## src/design/unesc_pkg.sv

```systemverilog
`timescale 1ns / 1ps

package unesc_pkg;

    // escape mode, one-hot
    typedef enum logic [2:0] {
        M_PLAIN = 3'b001,
        M_ESC   = 3'b010,
        M_HEX   = 3'b100
    } t_mode;

    typedef struct packed {
        t_mode       mode;
        logic        short_hex;
        logic [2:0]  digit_count;
        logic [15:0] code_value;
    } t_state;

    // up to four result bytes of one input transfer
    typedef struct packed {
        logic [3:0][7:0] bytes;
        logic [2:0]      count;
        logic            has_byte;
        logic            end_of_text;
    } t_result;

    localparam logic [7:0] CH_BSLASH = 8'h5C;
    localparam logic [7:0] CH_X      = 8'h78;
    localparam logic [7:0] CH_U      = 8'h75;
    localparam logic [7:0] CH_DOLLAR = 8'h24;
    localparam logic [7:0] CH_1      = 8'h31;
    localparam logic [7:0] CH_9      = 8'h39;
    localparam logic [7:0] CH_A      = 8'h61;
    localparam logic [7:0] CH_B      = 8'h62;
    localparam logic [7:0] CH_F      = 8'h66;
    localparam logic [7:0] CH_N      = 8'h6E;
    localparam logic [7:0] CH_R      = 8'h72;
    localparam logic [7:0] CH_T      = 8'h74;
    localparam logic [7:0] CH_V      = 8'h76;

    localparam logic [7:0] CC_BEL = 8'h07;
    localparam logic [7:0] CC_BS  = 8'h08;
    localparam logic [7:0] CC_FF  = 8'h0C;
    localparam logic [7:0] CC_LF  = 8'h0A;
    localparam logic [7:0] CC_CR  = 8'h0D;
    localparam logic [7:0] CC_HT  = 8'h09;
    localparam logic [7:0] CC_VT  = 8'h0B;

    // utf-8 replacement character
    localparam logic [7:0] REPL_B0 = 8'hEF;
    localparam logic [7:0] REPL_B1 = 8'hBF;
    localparam logic [7:0] REPL_B2 = 8'hBD;

    localparam logic [2:0] LIMIT_X = 3'd2;
    localparam logic [2:0] LIMIT_U = 3'd4;

    localparam t_state STATE_CLEAR = '{mode: M_PLAIN, short_hex: 1'b0,
                                       digit_count: 3'd0, code_value: 16'd0};

endpackage

```

## src/design/unesc_decode.sv

```systemverilog
`timescale 1ns / 1ps

module unesc_decode (
    input  unesc_pkg::t_state  i_state,
    input  logic [7:0]         i_byte,
    input  logic               i_last,
    output unesc_pkg::t_state  o_next,
    output unesc_pkg::t_result o_res
);

    logic [3:0]  hex_d;
    logic        hex_ok;
    logic [2:0]  limit;
    logic [2:0]  cnt_inc;
    logic [15:0] code_new;

    unesc_pkg::t_state ns;
    logic        fin;
    logic [15:0] fin_code;
    logic        fin_short;
    logic [7:0]  e_b0;
    logic [7:0]  e_b1;
    logic [1:0]  e_n;

    logic [2:0][7:0] f_b;
    logic [1:0]      f_n;
    logic [2:0]      total;

    // hex digit value
    always_comb begin
        hex_ok = 1'b1;
        hex_d  = 4'd0;
        if (i_byte >= 8'h30 && i_byte <= 8'h39) begin
            hex_d = i_byte[3:0];
        end else if ((i_byte >= 8'h41 && i_byte <= 8'h46) ||
                     (i_byte >= 8'h61 && i_byte <= 8'h66)) begin
            hex_d = i_byte[3:0] + 4'd9;
        end else begin
            hex_ok = 1'b0;
        end
    end

    assign limit    = i_state.short_hex ? unesc_pkg::LIMIT_X : unesc_pkg::LIMIT_U;
    assign cnt_inc  = i_state.digit_count + 3'd1;
    assign code_new = {i_state.code_value[11:0], hex_d};

    // next state and the bytes around a finished hex run
    always_comb begin
        ns        = i_state;
        fin       = 1'b0;
        fin_code  = i_state.code_value;
        fin_short = i_state.short_hex;
        e_b0      = 8'd0;
        e_b1      = 8'd0;
        e_n       = 2'd0;
        unique case (i_state.mode)
            unesc_pkg::M_ESC: begin
                ns.mode = unesc_pkg::M_PLAIN;
                if (i_byte >= unesc_pkg::CH_1 && i_byte <= unesc_pkg::CH_9) begin
                    e_b0 = unesc_pkg::CH_DOLLAR;
                    e_b1 = i_byte;
                    e_n  = 2'd2;
                end else begin
                    e_n = 2'd1;
                    unique case (i_byte) inside
                        unesc_pkg::CH_A: e_b0 = unesc_pkg::CC_BEL;
                        unesc_pkg::CH_B: e_b0 = unesc_pkg::CC_BS;
                        unesc_pkg::CH_F: e_b0 = unesc_pkg::CC_FF;
                        unesc_pkg::CH_N: e_b0 = unesc_pkg::CC_LF;
                        unesc_pkg::CH_R: e_b0 = unesc_pkg::CC_CR;
                        unesc_pkg::CH_T: e_b0 = unesc_pkg::CC_HT;
                        unesc_pkg::CH_V: e_b0 = unesc_pkg::CC_VT;
                        unesc_pkg::CH_BSLASH: begin
                            e_b0 = unesc_pkg::CH_BSLASH;
                            e_b1 = unesc_pkg::CH_BSLASH;
                            e_n  = 2'd2;
                        end
                        unesc_pkg::CH_X, unesc_pkg::CH_U: begin
                            ns.mode        = unesc_pkg::M_HEX;
                            ns.short_hex   = (i_byte == unesc_pkg::CH_X);
                            ns.digit_count = 3'd0;
                            ns.code_value  = 16'd0;
                            e_n            = 2'd0;
                        end
                        default: e_b0 = i_byte;
                    endcase
                end
            end
            unesc_pkg::M_HEX: begin
                if (hex_ok && i_state.digit_count < limit) begin
                    ns.code_value  = code_new;
                    ns.digit_count = cnt_inc;
                    if (cnt_inc >= limit) begin
                        fin      = 1'b1;
                        fin_code = code_new;
                        ns       = unesc_pkg::STATE_CLEAR;
                    end
                end else begin
                    // run ends; a backslash opens a new escape, any other byte is taken as plain text
                    fin = 1'b1;
                    ns  = unesc_pkg::STATE_CLEAR;
                    if (i_byte == unesc_pkg::CH_BSLASH) begin
                        ns.mode = unesc_pkg::M_ESC;
                    end else begin
                        e_b0 = i_byte;
                        e_n  = 2'd1;
                    end
                end
            end
            default: begin
                ns.mode = unesc_pkg::M_PLAIN;
                if (i_byte == unesc_pkg::CH_BSLASH) begin
                    ns.mode = unesc_pkg::M_ESC;
                end else begin
                    e_b0 = i_byte;
                    e_n  = 2'd1;
                end
            end
        endcase
        if (i_last) begin
            if (ns.mode == unesc_pkg::M_HEX) begin
                fin       = 1'b1;
                fin_code  = ns.code_value;
                fin_short = ns.short_hex;
            end
            ns = unesc_pkg::STATE_CLEAR;
        end
    end

    assign o_next = ns;

    // utf-8 encode of the finished code value
    always_comb begin
        f_b = '0;
        f_n = 2'd0;
        if (fin) begin
            if (fin_code == 16'd0) begin
                f_b[0] = fin_short ? unesc_pkg::CH_X : unesc_pkg::CH_U;
                f_n    = 2'd1;
            end else if (fin_code[15:7] == 9'd0) begin
                f_b[0] = fin_code[7:0];
                f_n    = 2'd1;
            end else if (fin_code[15:11] == 5'd0) begin
                f_b[0] = {3'b110, fin_code[10:6]};
                f_b[1] = {2'b10, fin_code[5:0]};
                f_n    = 2'd2;
            end else if (fin_code[15:11] == 5'b11011) begin
                f_b[0] = unesc_pkg::REPL_B0;
                f_b[1] = unesc_pkg::REPL_B1;
                f_b[2] = unesc_pkg::REPL_B2;
                f_n    = 2'd3;
            end else begin
                f_b[0] = {4'b1110, fin_code[15:12]};
                f_b[1] = {2'b10, fin_code[11:6]};
                f_b[2] = {2'b10, fin_code[5:0]};
                f_n    = 2'd3;
            end
        end
    end

    assign total = {1'b0, f_n} + {1'b0, e_n};

    // hex run bytes first, then the bytes of the current character
    always_comb begin
        o_res             = '0;
        o_res.count       = total;
        o_res.has_byte    = 1'b1;
        o_res.end_of_text = i_last;
        for (int i = 0; i < 4; i++) begin
            if (3'(i) < {1'b0, f_n}) begin
                o_res.bytes[i] = f_b[2'(i)];
            end else if (3'(i) == {1'b0, f_n}) begin
                o_res.bytes[i] = e_b0;
            end else begin
                o_res.bytes[i] = e_b1;
            end
        end
        if (i_last && total == 3'd0) begin
            // bare end marker
            o_res.bytes    = '0;
            o_res.count    = 3'd1;
            o_res.has_byte = 1'b0;
        end
    end

endmodule

```

## src/design/unesc_outbuf.sv

```systemverilog
`timescale 1ns / 1ps

module unesc_outbuf (
    input  logic               i_clk,
    input  logic               i_rst_n,
    input  logic               i_load,
    input  unesc_pkg::t_result i_res,
    output logic               o_space,
    output logic               o_m_tvalid,
    input  logic               i_m_tready,
    output logic [7:0]         o_m_tdata,
    output logic               o_m_tuser,
    output logic               o_m_tlast
);

    logic               r_valid;
    logic [1:0]         r_idx;
    unesc_pkg::t_result r_res;
    logic               last_beat;

    assign last_beat  = (r_idx == 2'(r_res.count - 3'd1));
    assign o_space    = !r_valid || (i_m_tready && last_beat);
    assign o_m_tvalid = r_valid;
    assign o_m_tdata  = r_res.bytes[r_idx];
    assign o_m_tuser  = r_res.has_byte;
    assign o_m_tlast  = r_res.end_of_text && last_beat;

    always_ff @(posedge i_clk) begin
        if (!i_rst_n) begin
            r_valid <= 1'b0;
            r_idx   <= 2'd0;
        end else if (i_load) begin
            r_valid <= 1'b1;
            r_idx   <= 2'd0;
        end else if (r_valid && i_m_tready) begin
            if (last_beat) begin
                r_valid <= 1'b0;
            end else begin
                r_idx <= r_idx + 2'd1;
            end
        end
    end

    always_ff @(posedge i_clk) begin
        if (i_load) begin
            r_res <= i_res;
        end
    end

endmodule

```

## src/design/escape_sequence_unescaper_top.sv

```systemverilog
`timescale 1ns / 1ps

// Backslash unescaper for replacement text. Each input transfer carries one text byte; the
// byte is decoded against the escape state in the cycle it is taken, and its results (zero to
// four bytes) land in a result buffer that drives the output one byte per transfer. A byte
// with zero or one result lets the next byte in as it drains, so plain text runs at one
// byte per clock while the output is ready; a byte with n results holds the buffer for n
// output transfers (up to 4) on the single-byte output port, and the input waits for the
// last. \x and \u runs are emitted as UTF-8, a lone surrogate as EF BF BD, and the byte
// marked tlast always gives at least one output transfer with tlast set (a bare end marker
// with tuser low if the text ends with no pending output). No clearing pass after reset.
module escape_sequence_unescaper_top (
    input  logic       i_clk,
    input  logic       i_rst_n,
    // input stream
    input  logic       i_s_tvalid,
    output logic       o_s_tready,
    input  logic [7:0] i_s_tdata,   // [7:0] text_byte
    input  logic       i_s_tlast,   // last byte of the text
    // output stream
    output logic       o_m_tvalid,
    input  logic       i_m_tready,
    output logic [7:0] o_m_tdata,   // [7:0] out_byte
    output logic       o_m_tuser,   // [0] has_byte, low for a bare end marker
    output logic       o_m_tlast    // end_of_text
);

    unesc_pkg::t_state  r_state;
    unesc_pkg::t_state  n_state;
    unesc_pkg::t_result dec_res;
    logic               space;
    logic               s_accept;

    // input is taken whenever the buffer is free or drains this cycle
    assign o_s_tready = space;
    assign s_accept   = i_s_tvalid && space;

    unesc_decode u_decode (
        .i_state (r_state),
        .i_byte  (i_s_tdata),
        .i_last  (i_s_tlast),
        .o_next  (n_state),
        .o_res   (dec_res)
    );

    // bytes that only change state load nothing
    unesc_outbuf u_outbuf (
        .i_clk      (i_clk),
        .i_rst_n    (i_rst_n),
        .i_load     (s_accept && (dec_res.count != 3'd0)),
        .i_res      (dec_res),
        .o_space    (space),
        .o_m_tvalid (o_m_tvalid),
        .i_m_tready (i_m_tready),
        .o_m_tdata  (o_m_tdata),
        .o_m_tuser  (o_m_tuser),
        .o_m_tlast  (o_m_tlast)
    );

    // escape state advances once per accepted byte
    always_ff @(posedge i_clk) begin
        if (!i_rst_n) begin
            r_state <= unesc_pkg::STATE_CLEAR;
        end else if (s_accept) begin
            r_state <= n_state;
        end
    end

    // a bare end marker is always the end of the text
    assert property (@(posedge i_clk) disable iff (!i_rst_n)
        (o_m_tvalid && !o_m_tuser) |-> o_m_tlast)
        else $error("bare end marker without tlast");

    // the final byte always produces output
    assert property (@(posedge i_clk) disable iff (!i_rst_n)
        (i_s_tvalid && o_s_tready && i_s_tlast) |=> o_m_tvalid)
        else $error("final byte produced no output");

    // text end returns to plain text with a cleared code value
    assert property (@(posedge i_clk) disable iff (!i_rst_n)
        (i_s_tvalid && o_s_tready && i_s_tlast) |=>
        (r_state.mode == unesc_pkg::M_PLAIN && r_state.code_value == 16'd0))
        else $error("state not cleared at end of text");

    // a hex run never holds a full set of digits
    assert property (@(posedge i_clk) disable iff (!i_rst_n)
        (r_state.mode == unesc_pkg::M_HEX) |->
        (r_state.digit_count < (r_state.short_hex ? unesc_pkg::LIMIT_X
                                                  : unesc_pkg::LIMIT_U)))
        else $error("hex digit count past its limit");

endmodule
```

## config.mk

```make
export PLATFORM = sky130hd
export DESIGN_NAME = escape_sequence_unescaper_top
export DESIGN_NICKNAME = d
export VERILOG_FILES = /design/src/design/unesc_pkg.sv /design/src/design/unesc_decode.sv /design/src/design/unesc_outbuf.sv /design/src/design/escape_sequence_unescaper_top.sv
export SDC_FILE = /design/constraint.sdc
export NUM_CORES = 1
export LEC_CHECK = 0
export BUFFER_PORTS_ARGS = -buffer_cell sky130_fd_sc_hd__buf_2
export CAP_MARGIN = 20
export CORE_UTILIZATION = 50
export DETAILED_ROUTE_END_ITERATION = 8
export PLACE_DENSITY = 0.67
export SKIP_LAST_GASP = 1
export SLEW_MARGIN = 5
export SYNTH_ARGS = -nofsm -noshare
export SYNTH_HDL_FRONTEND = slang
export SYNTH_SLANG_ARGS = --single-unit
```

## constraint.sdc

```tcl
create_clock -name i_clk -period 15.6 [get_ports i_clk]
set_clock_uncertainty 0.2 [all_clocks]
set_input_delay 1.56 -clock i_clk [delete_from_list [all_inputs] [get_ports i_clk]]
set_output_delay 1.56 -clock i_clk [all_outputs]
set_load 0.02 [all_outputs]
```

==> impl_metrics.csv, run 1 <==
group,metric,value,unit
run_status,status,"complete, but fails checks",
run_status,violations,"DRC",
clock_network,cts_resized,0,
yosys,syn-num-nets,561,
worst_setup_path,reg2reg_from,"r_state[16]$_SDFFE_PN0P_",
global_route,grtUsageTotal,27.97,%
yosys,synthCells,538,
floorplan,std_cell_rows,34,
worst_setup_path,r2r_cells,17,
power_and_ir_drop,p_comb_share,10.0,%
yosys,synth_top_family_by_area,"compound AO/OA/AOI/OAI gates",
yosys,synth-seq-area-share,34.61,%
yosys,yosys_warnings,0,
power_and_ir_drop,p_clk_share,40.2,%
route,routedWlPerCell,19.99,um
clock_network,cts-htree-levels,3,
global_route,grt_pass1_wl,21110,um
timing,rsz0062_at_grt,"no",
timing,drv_slew,0,
power_and_ir_drop,irDropWorstVdd,0.04620,mV
clock_network,cts.sinks,62,
worst_hold_path,whs_endpoint,"r_state[17]$_SDFFE_PN0P_",
placed_design,numPortBuffers,24,
route,drtIter0Drc,437,
worst_hold_path,hp-start,"r_state[17]$_SDFFE_PN0P_",
clock_network,root_buffer,"clkbuf_8",
global_route,met3_usage,5.440,%
route,first_pass_iters,9,
worst_setup_path,crit_required,15.45,ns
final_layout,final_core_util,56.46,%
timing,setup_viol,0,
power_and_ir_drop,p_switching,0.09803,mW
worst_setup_path,r2r-end,"u_outbuf.r_res[15]$_SDFFCE_PP0P_",
clock_network,clk_path_buf_depth,2,
route,route.detailed.drc,1,
final_layout,syn_to_final_growth,7.977,%
final_layout,design_area,0.004996,mm^2
timing,hold_viol_final,0,
clock_network,cts_hold_buf,0,
yosys,async_flop_share,0,%
yosys,synth.avg_cell_area,8.600,um^2
flow_run,drv_cap,0,
global_route,first_global_vias,4023,
final_layout,fill_cells,826,
power_and_ir_drop,power.internal,0.2643,mW
worst_setup_path,worst-setup-path-type,"in2reg",
final_layout,diodes,0,
power_and_ir_drop,swShare,27.05,%
floorplan,die_h,98.20,um
clock_network,insertion_delay,0.36,ns
yosys,synthAdderAreaFrac,2.866,%
yosys,netlist_area,0.004627,mm^2
floorplan,die_area,0.009642,mm^2
clock_network,cts_tree,"done",
power_and_ir_drop,power.leakage,1.754,nW
worst_setup_path,start_kind,"input pin",
placed_design,dpl_worst_slack,8.126,ns
floorplan,boundaryPins,25,
timing,max_freq,138.4,MHz
yosys,synthFlopType,"edfxtp_1",
worst_hold_path,hold_depth,2,
worst_setup_path,crit_fanout,25,
power_and_ir_drop,seqPwrFrac,49.8,%
worst_setup_path,end_kind,"flip-flop",
route,wirelength,13090,um
worst_setup_path,cp_data_arrival_time,7.08,ns
timing,worst_slew_pin_slew,0.9871,ns
final_layout,final_layout_size_suffix_gt1_share,13.71,%
yosys,ys_seq_elements,62,
global_route,grt-ovfl-total,0,
global_route,antenna_found_initial,0,
power_and_ir_drop,finalPower,0.3624,mW
placed_design,place.gp.congestion,0.9564,
global_route,use_met2,43.07,%
yosys,synthXorXnorAreaFrac,0.3786,%
yosys,synthMuxAreaShare,5.868,%
final_layout,multiInputGateArea,0.002846,mm^2
clock_network,path_clk_slew,0.07,ns
timing,max-slew-margin-rel,34.20,%
floorplan,fp.dieW,98.20,um
power_and_ir_drop,p_per_area,72.53,mW/mm^2
placed_design,placed_area,0.004793,mm^2
global_route,met1_usage,37.86,%
clock_network,numCtsBuffers,9,
yosys,yosysUniqueCellTypes,81,
timing,finalSetupTns,0,ns
final_layout,seqCellArea,0.001602,mm^2
clock_network,postCtsSetupRepairBufs,0,
route,ant_nets,0,
final_layout,final_nets,565,
timing,min_period,7.227,ns
global_route,grt_max_degree,36,
timing,fin_crit_sh,46.33,%
global_route,busiest_layer,"met2",
worst_setup_path,rrSetupSlack,9.40,ns
route,viasPerCell,6.737,
floorplan,coreArea,0.008848,mm^2
placed_design,hpwl,9737,um
yosys,synth_compound_area_share,27.64,%
yosys,synthSimpleGateAreaFrac,24.53,%
worst_hold_path,min_path_type,"reg2reg",
route,vias,4413,
timing,setup_slack,8.373,ns
yosys,synth_edf_count,36,
floorplan,start_util,52.29,%
## worst max-delay path by stage
| stage | start | endpoint | cells past startpoint |
|---|---|---|---|
| 2_1_floorplan | i_s_tdata[0] | u_outbuf.o_m_tuser$_DFFE_PP_ | 15 |
| 3_3_place_gp | i_s_tdata[0] | u_outbuf.r_res[13]$_SDFFCE_PP0P_ | 16 |
| 3_5_place_dp | i_s_tdata[0] | u_outbuf.r_res[15]$_SDFFCE_PP0P_ | 16 |
| 4_1_cts | i_s_tdata[0] | u_outbuf.r_res[15]$_SDFFCE_PP0P_ | 16 |
| 5_1_grt | i_s_tdata[0] | u_outbuf.r_res[15]$_SDFFCE_PP0P_ | 16 |
| 6_report | i_s_tdata[0] | u_outbuf.r_res[15]$_SDFFCE_PP0P_ | 16 |
## logic make-up (layout without fill, tap and decap cells)
| group | count (synthesis) | in the layout |
|---|---|---|
| mux | 17 | 17 |
| flops | 62 | 62 |
| fa+ha+maj | 10 | 10 |
| simple gates | 215 | 215 |
| xor+xnor | 2 | 2 |
| compound gates | 182 | 182 |
| buf+inv | 50 | 59 |
## power groups by stage
| stage | Combinational, mW | Clock, mW | Sequential, mW |
|---|---|---|---|
| 6_report | 0.0363 | 0.146 | 0.180 |
| 5_1_grt | 0.0392 | 0.153 | 0.181 |
| 4_1_cts | 0.0358 | 0.147 | 0.180 |
| 3_5_place_dp | 0.0357 | 0 | 0.184 |
| 3_3_place_gp | 0.0354 | 0 | 0.184 |
| 2_1_floorplan | 0.0245 | 0 | 0.184 |
## layout by cell type, fill, tap and decap left out, drive strengths merged, types with 14 or more instances in the layout
master / count
dfxtp: 26
inv: 14
edfxtp: 36
a21oi: 46
nand2: 65
buf: 31
o21ai: 24
a21boi: 24
nor2: 46
nor3: 17
## metrics by stage
stage	hold slack (ns)	std cells
after global routing	0.3179	655
after global placement	0.2649	638
after CTS	0.3010	654
after floorplan	0.2487	538
final	0.2978	655
after detailed placement	0.2891	638
## synthesized netlist by cell type, types with 3 or more instances
master	count	area share [%]
o41a_1	3	0.73
a22oi_1	4	0.65
and3_1	7	0.95
a211oi_1	4	0.65
o32ai_1	4	0.76
o21ai_0	21	2.3
buf_1	4	0.32
mux4_2	8	3.9
or4_1	6	0.97
edfxtp_1	36	23
or2_2	4	0.54
nand4_1	4	0.54
a21boi_0	21	3.4
nand2_1	65	5.3
a211o_1	3	0.57
a31oi_1	11	1.5
o22ai_1	3	0.41
nand3_1	9	0.97
o221ai_1	4	0.76
nor3b_1	5	0.81
clkbuf_1	32	2.6
nand3b_1	5	0.81
dfxtp_1	26	11
o41ai_1	3	0.57
o211ai_1	6	0.97
inv_1	12	0.97
o21a_1	7	1.1
nor2b_1	6	0.81
a21o_1	4	0.65
nor4_1	7	0.95
o21ai_1	3	0.32
mux2i_1	8	1.7
a21oi_1	46	5.0
nand2b_1	8	1.1
nor2_1	46	3.7
or3_1	5	0.68
ha_1	9	2.4
o2111ai_1	6	1.1
nor3_1	15	1.6
## final cells by class
cell class              instances  share of cell area (%)
clock buffers                   9                   2.479
clock inverters                 7                   1.427
inverters                      12                  0.9016
multi-input cells             426                   56.97
flip-flops and latches         62                   32.06
well taps                     108                   2.705
repair buffers                 31                   3.456
## state kept, by name, indices dropped and copies added (netlist names)
| name | cells |
|---|---|
| r_state | 23 |
| u_outbuf.o_m_tuser | 1 |
| u_outbuf.o_m_tvalid | 1 |
| u_outbuf.r_idx | 2 |
| u_outbuf.r_res | 35 |
## worst max-delay path: stages
cell and delay, ns:
buf_2 0.21, inv_1 0.13, ha_1 0.32, nor3b_1 0.23, o31a_4 0.35, nor4_4 0.76
nor4b_1 0.15, nor2_1 0.70, nor2_1 0.29, nor2_1 0.23, fa_1 0.45, nor3_1 0.18
and2_1 0.72, inv_1 0.36, nand2_1 0.30, o32ai_1 0.14
## per-layer routing
metal | vias up | wire (um) | part of all wire, %
met5 | - | 0 | 0
met4 | 0 | 469 | 3.6
met3 | 29 | 904 | 6.9
met2 | 210 | 6025 | 46
met1 | 2096 | 5695 | 43
li1 | 2078 | - | -
Power figures use the tool's default switching activity.
==> inputs of run 2 (changes only) <==
Settings changed: ABC_AREA set to 1.
Clock period 15.6 ns to 7.5 ns, I/O delays scaled along.
==> impl_metrics.csv, run 2 <==
group,metric,value,unit
global_route,grt_pass1_wl,21800,um
worst_setup_path,cp_data_arrival_time,5.87,ns
power_and_ir_drop,power.internal,0.5946,mW
worst_setup_path,start_kind,"flip-flop",
clock_network,cts_tree,"done",
global_route,first_global_vias,4372,
final_layout,syn_to_final_growth,8.134,%
worst_setup_path,worst-setup-path-type,"reg2reg",
placed_design,placed_area,0.004945,mm^2
route,routedWlPerCell,15.46,um
power_and_ir_drop,seqPwrFrac,47.4,%
yosys,yosys-top-cells-area,"edfxtp_1 (23%), nand2_1 (15%), dfxtp_1 (11%)",
global_route,grt-ovfl-total,0,
yosys,syn-num-nets,732,
placed_design,numPortBuffers,24,
final_layout,diodes,0,
timing,hold_viol_final,0,
final_layout,largestRegisters,"u_outbuf.r_res: 35 flops, r_state: 23 flops, u_outbuf.r_idx: 2 flops",
route,vias,4777,
final_layout,fill_cells,931,
floorplan,coreArea,0.009284,mm^2
clock_network,cts-htree-levels,3,
worst_setup_path,crit_fanout,17,
clock_network,numCtsBuffers,9,
yosys,ys_seq_elements,62,
yosys,synth-seq-area-share,33.37,%
global_route,antenna_found_initial,0,
yosys,synth.avg_cell_area,6.770,um^2
timing,drv_slew,0,
timing,rsz0062_at_grt,"no",
clock_network,clk_path_buf_depth,2,
yosys,netlist_area,0.004800,mm^2
worst_setup_path,crit_family,"simple AND/OR/NAND/NOR gates",
worst_setup_path,cpPeakStageDelay,0.54,ns
clock_network,postCtsSetupRepairBufs,0,
worst_hold_path,min_path_type,"reg2reg",
route,ant_nets,0,
route,route.detailed.drc,0,
clock_network,cts.sinks,62,
timing,finalSetupTns,0,ns
worst_setup_path,crit_required,7.38,ns
worst_setup_path,cp_num_buf_inv,3,
worst_setup_path,crit_chain,"ha_1 > xor2_1 > ha_1 > nand3_1 > nand3_1 > nor2_4 > nand3_2 > nand2_2 > nand2_2 > or2_1 > nand2_2 > nand3_2 > o21ai_1 > inv_2 > ha_1 > fa_1 > nor3_1 > inv_1 > nor2_1 > inv_1 > o21ai_0 > a21oi_1",
floorplan,die_h,99.98,um
timing,min_period,5.984,ns
yosys,synth_commonest_cells,"nand2_1 (195), nor2_1 (76), inv_1 (62)",
timing,worst_slew_pin_slew,0.7879,ns
floorplan,boundaryPins,25,
timing,max_freq,167.1,MHz
route,viasPerCell,5.607,
flow_run,drv_cap,0,
final_layout,final_nets,741,
clock_network,cts_hold_buf,0,
final_layout,largest_reg_flops,35,
final_layout,final_cell_mix,"nand2_1 (195), nor2_1 (76), inv_1 (62)",
power_and_ir_drop,p_per_area,152.4,mW/mm^2
final_layout,final_layout_size_suffix_gt1_share,13.14,%
final_layout,design_area,0.005190,mm^2
yosys,synthCells,709,
power_and_ir_drop,power.leakage,2.252,nW
route,first_pass_iters,5,
route,drtIter0Drc,402,
placed_design,place.gp.congestion,0.9458,
route,wirelength,13180,um
yosys,yosysTopAreaCell,"edfxtp_1",
yosys,async_flop_share,0,%
yosys,yosysMostFrequentCell,"nand2_1",
power_and_ir_drop,swShare,24.81,%
clock_network,insertion_delay,0.36,ns
power_and_ir_drop,p_switching,0.1962,mW
floorplan,die_area,0.009995,mm^2
power_and_ir_drop,p_comb_share,8.9,%
timing,max-slew-margin-rel,47.42,%
final_layout,layout_commonest_cell,"nand2_1",
clock_network,cts_resized,0,
yosys,yosys_warnings,0,
worst_setup_path,end_kind,"flip-flop",
power_and_ir_drop,finalPower,0.7908,mW
global_route,grt_max_degree,39,
power_and_ir_drop,p_clk_share,43.7,%
worst_setup_path,cp_slowest_cell,"nor2_1",
timing,setup_viol,0,
power_and_ir_drop,irDropWorstVdd,0.09063,mV
timing,fin_crit_sh,79.78,%
final_layout,top_register,"u_outbuf.r_res",
floorplan,std_cell_rows,35,
floorplan,start_util,51.70,%
yosys,synthFlopType,"edfxtp_1",
run_status,status,"complete, no violations",
clock_network,root_buffer,"clkbuf_8",
yosys,netlist.area_leader.share,22.52,%
yosys,synth_edf_count,36,
global_route,grtUsageTotal,27.98,%
yosys,yosysUniqueCellTypes,42,
clock_network,path_clk_slew,0.08,ns
placed_design,hpwl,9848,um
floorplan,fp.dieW,99.98,um
final_layout,final_core_util,55.90,%
## run 2: worst paths after layout
path / start / end / slack (ns) / depth (start not counted)
setup / recovery: r_state[16]$_SDFFE_PN0P_ / u_outbuf.r_res[22]$_SDFFCE_PP0P_ / 1.52 / 22
hold / removal: r_state[21]$_SDFFE_PN0P_ / r_state[21]$_SDFFE_PN0P_ / 0.27 / 2
setup reg to reg: r_state[16]$_SDFFE_PN0P_ / u_outbuf.r_res[22]$_SDFFCE_PP0P_ / 1.52 / 22
hold reg to reg: r_state[21]$_SDFFE_PN0P_ / r_state[21]$_SDFFE_PN0P_ / 0.27 / 2
## run 2: kinds of logic (layout without fill, tap and decap cells)
logic type               count (synthesis)  in the layout  synth area share (%)
adder cells (fa/ha/maj)                 10             10                 2.763
XOR/XNOR                                 3              3                0.5475
buffers and inverters                  103            117                 9.176
flip-flops                              62             62                 33.37
AND/OR/NAND/NOR                        390            390                 38.06
AO/OA/AOI/OAI                          141            141                 16.08
## run 2: area by class of cell
| class | count | area, um^2 | area share (%) |
|---|---|---|---|
| Multi-Input combinational cell | 544 | 2769 | 53.35 |
| Sequential cell | 62 | 1602 | 30.86 |
| Inverter | 74 | 277.8 | 5.352 |
| Tap cell | 129 | 161.4 | 3.110 |
| Clock buffer | 12 | 155.1 | 2.989 |
| Timing Repair Buffer | 27 | 155.1 | 2.989 |
| Clock inverter | 4 | 70.07 | 1.350 |
## run 2: per-stage QoR
step                      hold slack, ns  setup WS (ns)  instances
after global routing              0.3005          1.048        852
after global placement            0.2539          1.485        835
after floorplan                   0.2444          1.492        709
after CTS                         0.2717          1.572        851
after detailed placement          0.2611          1.236        835
final                             0.2668          1.516        852
## run 2: worst min-delay path, delay by kind of cell (launching register included)
kind,cells,cell delay [ns]
flops,1,0.31
simple gates,1,0.06
compound gates,1,0.06
## run 2: power by group through the flow
stage | clock network (mW) | registers [mW] | logic, mW
3_3_place_gp | 0 | 0.383 | 0.0676
5_1_grt | 0.364 | 0.376 | 0.0770
4_1_cts | 0.347 | 0.375 | 0.0677
3_5_place_dp | 0 | 0.383 | 0.0676
2_1_floorplan | 0 | 0.383 | 0.0455
6_report | 0.346 | 0.375 | 0.0703
## run 2: layer usage
layer  routed length (um)  GRT usage [%]  share of wire, %  vias up
met3                  822          4.666               6.2       31
met5                    0              0                 0        -
met1                 5883          36.88                45     2180
met2                 6040          45.57                46      183
li1                     -              -                 -     2383
met4                  428          11.93               3.2        0
